### config.mk
export PLATFORM = sky130hd
export DESIGN_NAME = tcba_front
export DESIGN_NICKNAME = d
export VERILOG_FILES = /design/src/rtl/tcba_pkg.sv /design/src/rtl/tcba_front.sv
export SDC_FILE = /design/constraint.sdc
export NUM_CORES = 1
export LEC_CHECK = 0
export BUFFER_PORTS_ARGS = -buffer_cell sky130_fd_sc_hd__buf_2
export CAP_MARGIN = 20
export CELL_PAD_IN_SITES_DETAIL_PLACEMENT = 1
export CELL_PAD_IN_SITES_GLOBAL_PLACEMENT = 1
export CORE_MARGIN = 10
export CORE_UTILIZATION = 45
export DETAILED_ROUTE_END_ITERATION = 8
export HOLD_SLACK_MARGIN = 0.15
export PLACE_DENSITY_LB_ADDON = 0.1
export SYNTH_ARGS = -nofsm -noshare
export SYNTH_HDL_FRONTEND = slang
export SYNTH_SLANG_ARGS = --single-unit
export TNS_END_PERCENT = 100
### constraint.sdc
create_clock -name clk -period 7.3 [get_ports clk]
set_clock_uncertainty 0.2 [all_clocks]
set_input_delay 0 -clock clk [delete_from_list [all_inputs] [get_ports clk]]
set_output_delay 0 -clock clk [all_outputs]
set_load 0.03 [all_outputs]
### src/rtl/tcba_pkg.sv
`default_nettype none
package tcba_pkg;
    localparam int THREADS      = 8;
    localparam int SMALL_DEPTH  = 20;
    localparam int LARGE_DEPTH  = 10;
    localparam int GLOBAL_DEPTH = 64;
    localparam int MAX_BLOCKS   = 256;

    localparam int TID_W    = 3;
    localparam int HANDLE_W = 8;
    localparam int LEN_W    = 32;
    localparam int SLIM_W   = 16;
    localparam int SCAP_W   = 5;
    localparam int LCAP_W   = 4;
    localparam int CFG_IDX_W  = 2;
    localparam int CFG_DATA_W = 16;

    localparam int SMALL_ADDR_W  = $clog2(THREADS * SMALL_DEPTH);
    localparam int LARGE_ADDR_W  = $clog2(THREADS * LARGE_DEPTH);
    localparam int GLOBAL_ADDR_W = $clog2(GLOBAL_DEPTH);
    localparam int GCOUNT_W      = $clog2(GLOBAL_DEPTH + 1);
    localparam int POOL_W        = $clog2(MAX_BLOCKS + 1);
    localparam int IDX_W         = 7;
    localparam int BLK_W         = TID_W + LEN_W;

    localparam logic [SCAP_W-1:0] SMALL_DEPTH_CAP = SCAP_W'(SMALL_DEPTH);
    localparam logic [LCAP_W-1:0] LARGE_DEPTH_CAP = LCAP_W'(LARGE_DEPTH);

    localparam logic REQ_ALLOC = 1'b0;
    localparam logic REQ_FREE  = 1'b1;

    localparam logic [2:0] ACT_SMALL     = 3'd0;
    localparam logic [2:0] ACT_LOCAL     = 3'd1;
    localparam logic [2:0] ACT_GLOBAL    = 3'd2;
    localparam logic [2:0] ACT_NEW       = 3'd3;
    localparam logic [2:0] ACT_KEPT      = 3'd4;
    localparam logic [2:0] ACT_TO_GLOBAL = 3'd5;
    localparam logic [2:0] ACT_RELEASED  = 3'd6;
    localparam logic [2:0] ACT_IGNORED   = 3'd7;

    localparam logic [1:0] ERR_NONE        = 2'd0;
    localparam logic [1:0] ERR_NO_HANDLE   = 2'd1;
    localparam logic [1:0] ERR_GLOBAL_FULL = 2'd2;
    localparam logic [1:0] ERR_INVALID     = 2'd3;

    localparam logic [CFG_IDX_W-1:0] CFG_SMALL_LIMIT = 2'd0;
    localparam logic [CFG_IDX_W-1:0] CFG_SMALL_CAP   = 2'd1;
    localparam logic [CFG_IDX_W-1:0] CFG_LARGE_CAP   = 2'd2;

    localparam logic [1:0] KIND_ALLOC_SMALL = 2'd0;
    localparam logic [1:0] KIND_ALLOC_LARGE = 2'd1;
    localparam logic [1:0] KIND_FREE_NULL   = 2'd2;
    localparam logic [1:0] KIND_FREE        = 2'd3;

    typedef struct packed {
        logic                req_type;
        logic [TID_W-1:0]    thread_id;
        logic [LEN_W-1:0]    req_size;
        logic                handle_present;
        logic [HANDLE_W-1:0] block_handle;
    } req_t;

    typedef struct packed {
        logic [HANDLE_W-1:0] out_handle;
        logic [LEN_W-1:0]    out_len;
        logic [2:0]          action;
        logic [1:0]          error_code;
    } rsp_t;

    typedef struct packed {
        logic [SLIM_W-1:0] small_limit;
        logic [SCAP_W-1:0] small_cap;
        logic [LCAP_W-1:0] large_cap;
    } cfg_t;

    typedef struct packed {
        req_t       req;
        logic [1:0] kind;
    } entry_t;

    function automatic logic [SMALL_ADDR_W-1:0] small_addr(input logic [TID_W-1:0] tid,
                                                           input logic [SCAP_W-1:0] idx);
        small_addr = SMALL_ADDR_W'(tid) * SMALL_ADDR_W'(SMALL_DEPTH) + SMALL_ADDR_W'(idx);
    endfunction

    function automatic logic [LARGE_ADDR_W-1:0] large_addr(input logic [TID_W-1:0] tid,
                                                           input logic [LCAP_W-1:0] idx);
        large_addr = LARGE_ADDR_W'(tid) * LARGE_ADDR_W'(LARGE_DEPTH) + LARGE_ADDR_W'(idx);
    endfunction
endpackage
`default_nettype wire

### src/rtl/tcba_front.sv
`default_nettype none
module tcba_front (
    input  wire logic            clk,
    input  wire logic            rst_n,
    input  wire tcba_pkg::cfg_t  cfg,
    input  wire logic            req_valid,
    output logic                 req_ready,
    input  wire tcba_pkg::req_t  req_word,
    output logic                 q_valid,
    input  wire logic            q_pop,
    output tcba_pkg::entry_t     q_entry
);
    import tcba_pkg::*;

    entry_t     entries_reg [2];
    logic       wr_ptr_reg, wr_ptr_next;
    logic       rd_ptr_reg, rd_ptr_next;
    logic [1:0] count_reg, count_next;
    entry_t     incoming;
    logic       push;

    // Sort each word into its class as it arrives.
    always_comb
    begin
        incoming.req = req_word;
        if (req_word.req_type == REQ_ALLOC)
        begin
            incoming.kind = (req_word.req_size <= LEN_W'(cfg.small_limit))
                          ? KIND_ALLOC_SMALL : KIND_ALLOC_LARGE;
        end
        else
        begin
            incoming.kind = req_word.handle_present ? KIND_FREE : KIND_FREE_NULL;
        end
    end

    assign req_ready = (count_reg != 2'd2);
    assign push      = req_valid && req_ready;
    assign q_valid   = (count_reg != 2'd0);
    assign q_entry   = entries_reg[rd_ptr_reg];

    always_comb
    begin
        wr_ptr_next = wr_ptr_reg ^ push;
        rd_ptr_next = rd_ptr_reg ^ q_pop;
        count_next  = count_reg + 2'(push) - 2'(q_pop);
    end

    always_ff @(posedge clk)
    begin
        if (push)
        begin
            entries_reg[wr_ptr_reg] <= incoming;
        end
    end

    always_ff @(posedge clk or negedge rst_n)
    begin
        if (!rst_n)
        begin
            wr_ptr_reg <= 1'b0;
            rd_ptr_reg <= 1'b0;
            count_reg  <= 2'd0;
        end
        else
        begin
            wr_ptr_reg <= wr_ptr_next;
            rd_ptr_reg <= rd_ptr_next;
            count_reg  <= count_next;
        end
    end
endmodule
`default_nettype wire

======== Word-level counts from Yosys, hierarchy flattened ========
Memory sizes are Yosys's and may differ from the RTL's.
Index checks and enable logic that the tools add are counted.
operators by class
  multipliers ............................. 0
  reductions and logical operators ........ 2
  add/sub/neg operators ................... 2
  shifts and indexed selects .............. 0
  $lt $le $gt $ge ......................... 1
  multiplexer cells ....................... 5
  divide/modulo/power cells ............... 0
  bitwise gates (word level) .............. 2
  equality and inequality tests ........... 1
operators with widths
  cell                number
  $le 32x16->1        1
  $mux 1              4
  $add 2x1->2         1
  $mux 2              1
  $ne 2x2->1 const B  1
  $reduce_bool 2->1   1
  $sub 2x1->2         1
  $xor 1x1->1         2
  $logic_and 1x1->1   1
word-level totals
  memories ................................ 1
  logic and storage cells ................. 17
  latch bits .............................. 0
  memory bits (read-only) ................. 0
  register bits after elaboration ......... 4
  output and inout bits ................... 49
  memory bits (writable) .................. 94
memory list
  name         depth  bits a word  read ports  clocked after Yosys merged registers in  wr ports  RTL line          text
  entries_reg  2      47           1           0                                        1         tcba_front.sv:15  entry_t entries_reg [2];

======== Longest topological paths before layout ========
  depth after elaboration ................. 4
  gate-level depth with buffers ........... 7
  gate-level depth less buffers ........... 7

======== Worst setup path before layout ========
No wires, ideal clock.
  kind .................................... reg-to-reg
  from .................................... register count_reg[1]
  to ...................................... memory entries_reg[1][0] (netlist name) (enable)
  setup time .............................. 0.408 ns
  path slack .............................. 4.696 ns
  buffers on the path ..................... 0
  arrival ................................. 1.996 ns
  cell stages (with the launch flop) ...... 5
  required time ........................... 6.692 ns
  cell sequence ........................... dfrtp_1 -> nand2b_1 -> nand2_1 -> inv_1 -> ha_1
on the way
  word-level cells in the longest chain between the ends .. 4
RTL lines
  element                       RTL line          text
  start, declared               tcba_front.sv:18  logic [1:0] count_reg, count_next;
  start signal, assigned        tcba_front.sv:69  count_reg <= count_next;
  $ne 2x2->1                    tcba_front.sv:37  assign req_ready = (count_reg != 2'd2);
  via req_ready                 tcba_front.sv:7   output logic req_ready,
  $logic_and 1x1->1             tcba_front.sv:38  assign push = req_valid && req_ready;
  $mux 1                        tcba_front.sv:51  if (push)
  $mux 1 (not written as such)  tcba_front.sv:53  entries_reg[wr_ptr_reg] <= incoming;
  end, declared                 tcba_front.sv:15
The timed path passes the listed nets, and every way through them passes these cells.

==> metrics.md <==
| Metric | Value |
|---|---|
| Number of buffers added for setup after CTS | 0 |
| Avg Vias per Cell | 4.88 |
| Maximum number of pins on one net before global-route repair | 48 |
| Leakage power | 0.00219 uW |
| DP HPWL | 6320 um |
| Critical-path cell list | dlygate4sd3_1 -> buf_2 -> nor4_1 -> nand4_1 -> or4_4 -> a2111oi_2 -> a21oi_1 -> dlygate4sd3_1 |
| Unique cell type count in the Yosys netlist | 28 |
| Slack of the worst reg-to-reg path | 5.32 ns |
| Buffers and inverters on the worst path | 3 |
| Commonest register cell after synthesis | edfxtp_1 |
| Critical path type | in2reg |
| Capture instance of the worst register-to-register path | entries_reg[1][15] |
| Number of instances in the synthesized netlist | 227 |
| First-pass GRT wire length | 15,200 um |
| Launching element type of the critical path | input port |
| I/O pin total | 123 |
| Synthesis-to-finish area growth | 36.4% |
| Initial DRC count | 82 |
| Start point of the critical path | req_word[30] |
| Largest buffer count on any clock path | 2 |
| Horizontal die dimension | 114 um |
| Worst path depth | 8 |
| CTS sink count | 96 |
| Count of max-cap constraint violations | 0 |
| FF-to-FF path depth | 5 |
| Clock latency of the later-clocked register in the worst-skew pair | 0.35 ns |
| EDFF count, synth | 92 |
| Data arrival time of the critical path | 2.61 ns |
| Top library cells by usage in the layout, fill and taps aside | buf_2 (113), edfxtp_1 (92), dlygate4sd3_1 (54) |
| Clock period minus final worst setup slack | 2.71 ns |
| Max Fclk | 0.369 GHz |
| Crit path max-delay family | buffers and inverters |
| Floorplan die area | 13,000 sq um |
| Setup TNS Final | 0 ns |
| Final cell area excluding filler cells | 5420 sq um |
| Number of nets in the synthesized netlist | 321 |
| Vias in the first global route | 2,918 |
| End point of the critical path | entries_reg[0][0] |
| Routed wire per std cell | 18.7 um |
| Fraction of final layout cells with drive strength greater than 1 | 33.9% |
| Overall power after layout | 1870 uW |
| Sequential area share after synthesis | 72.0% |
| Placed cell areas | 4670 sq um |
| Final GP Congestion | 0.717 |
| Final period utilization | 37.2% |
| Seq cells post-synth | 96 |
| PostCTS Resize Cnt | 0 |
| Setup WS pre-CTS | 5.25 ns |
| Antenna violations before repair | 0 |
| Data required, critical path | 7.20 ns |
| Number of iterations in the first detailed-routing pass | 4 |
| Transition time of the tightest slew-check pin | 0.683 ns |
| Floorplan die height | 114 um |
| Most Frequent Cell on Critical Path | dlygate4sd3_1 |
| Setup repair after global routing missed its margin | no |
| Tightest Hold Check Type | in2reg |
| Layout Nets | 496 |
| Power density normalized to cell area | 346 nW/um^2 |
| Avg Synthesized Cell Area | 17.5 sq um |
| Total wire length after detailed routing | 9620 um |
| Count of standard-cell rows | 34 |
| Count of final hold-check violations | 0 |
| DR DRC count | 0 |
| Clock-pin slew reported for the worst setup and hold paths after clock tree synthesis | 0.10 ns |
| Clock H-tree levels | 3 |
| Setup-failing EPs final | 0 |
| Total vias in the final route | 2,512 |
| Final max-slew violation count | 0 |
| Mapped cell area | 3980 sq um |
| CTS tree | built |
| Number of buffers added by the clock tree synthesis step | 9 |
| Library cell used as clock root buffer | clkbuf_8 |
| Minimum hold slack | 0.162 ns |
| Headroom to the max-slew limit | 54.5% |
| Global-route usage over all layers | 14.9% |
| Cell with the largest stage delay on the worst path | dlygate4sd3_1 |
| Number of buffers inserted by port buffering | 113 |
| Most common library cell in the layout ignoring fill and taps | buf_2 |
| Worst r2r src | count_reg[1] |
| Crit path setup slack, layout | 4.59 ns |
| Core Footprint | 8680 sq um |
| Number of flip-flops in the largest register | 92 |
| Share of flip-flops with an asynchronous set or reset | 4.17% |
| Initial core utilization | 45.8% |
| Worst-path maximum fanout | 3 |
| Worst path max stage delay | 0.58 ns |
| Count of synthesis-stage warnings from yosys | 0 |
| Nature of the critical path endpoint | register |
| Hold-fix buffers at CTS | 53 |
| Ant. Diodes | 0 |
| Worst ir drop on vdd | 188 uV |
| Detail Route Antenna Nets | 0 |
| Grt ovf | 0 |
| Result of the run | complete, no violations |
-- cell families (layout without fill, tap and decap cells) --
family / after synthesis / count (layout) / synth area share (%)
fa+ha+maj: 20 / 20 / 6.30
buf+inv: 27 / 207 / 2.74
compound gates: 13 / 13 / 2.05
xor+xnor: 3 / 3 / 0.661
flops: 96 / 96 / 72.0
simple gates: 22 / 22 / 3.21
mux: 46 / 46 / 13.0
-- metal layers --
layer	up-vias	part of all wire, %	GRT usage (%)
met5	-	0	0
met1	1237	37	15.5
met2	62	56	27.7
met3	6	5.9	5.25
li1	1207	-	-
met4	0	0.56	4.26
-- worst min path at each step --
| stage | slack [ns] | startpoint | cells past startpoint | end |
|---|---|---|---|---|
| finish | 0.16 | req_word[4] | 2 | entries_reg[0][6] |
| global route | 0.16 | req_word[2] | 2 | entries_reg[1][4] |
| CTS | 0.15 | req_word[6] | 2 | entries_reg[0][8] |
| detailed placement | -0.38 | rst_n | 1 | wr_ptr_reg |
| global placement | -0.39 | rst_n | 1 | count_reg[1] |
| floorplan | -0.50 | rst_n | 0 | count_reg[0] |
-- per-stage QoR --
stage | instances | utilization (%)
4_1_cts | 514 | 62.3
3_3_place_gp | 445 | 53.9
2_1_floorplan | 227 | -
3_5_place_dp | 445 | 53.9
6_report | 515 | 62.5
5_1_grt | 515 | 62.5
-- where the power goes --
group          switching [uW]  internal (uW)
clock                     185            170
sequential               29.2            754
combinational             504            230
total                     718           1160
-- area by class of cell --
type,count,area (sq um)
flip-flops and latches,96,2860
repair buffers,170,1130
inverters,21,78.8
clock inverters,5,63.8
multi-input cells,104,1010
well taps,108,135
fillers,847,3260
clock buffers,11,141
-- Yosys cell counts, drive strengths merged, types with 2 or more instances --
cell type	n	area (sq um)
nor4	4	25.0
edfxtp	92	2760
xnor2	2	17.5
nand3	2	10.0
mux2	46	518
clkbuf	2	7.51
inv	21	78.8
nand2	5	21.3
dfrtp	4	100
o21ai	2	10.0
nand4	4	25.0
buf	4	22.5
nand2b	2	12.5
ha	20	250
a21oi	7	35.0
Power figures use the tool's default switching activity.
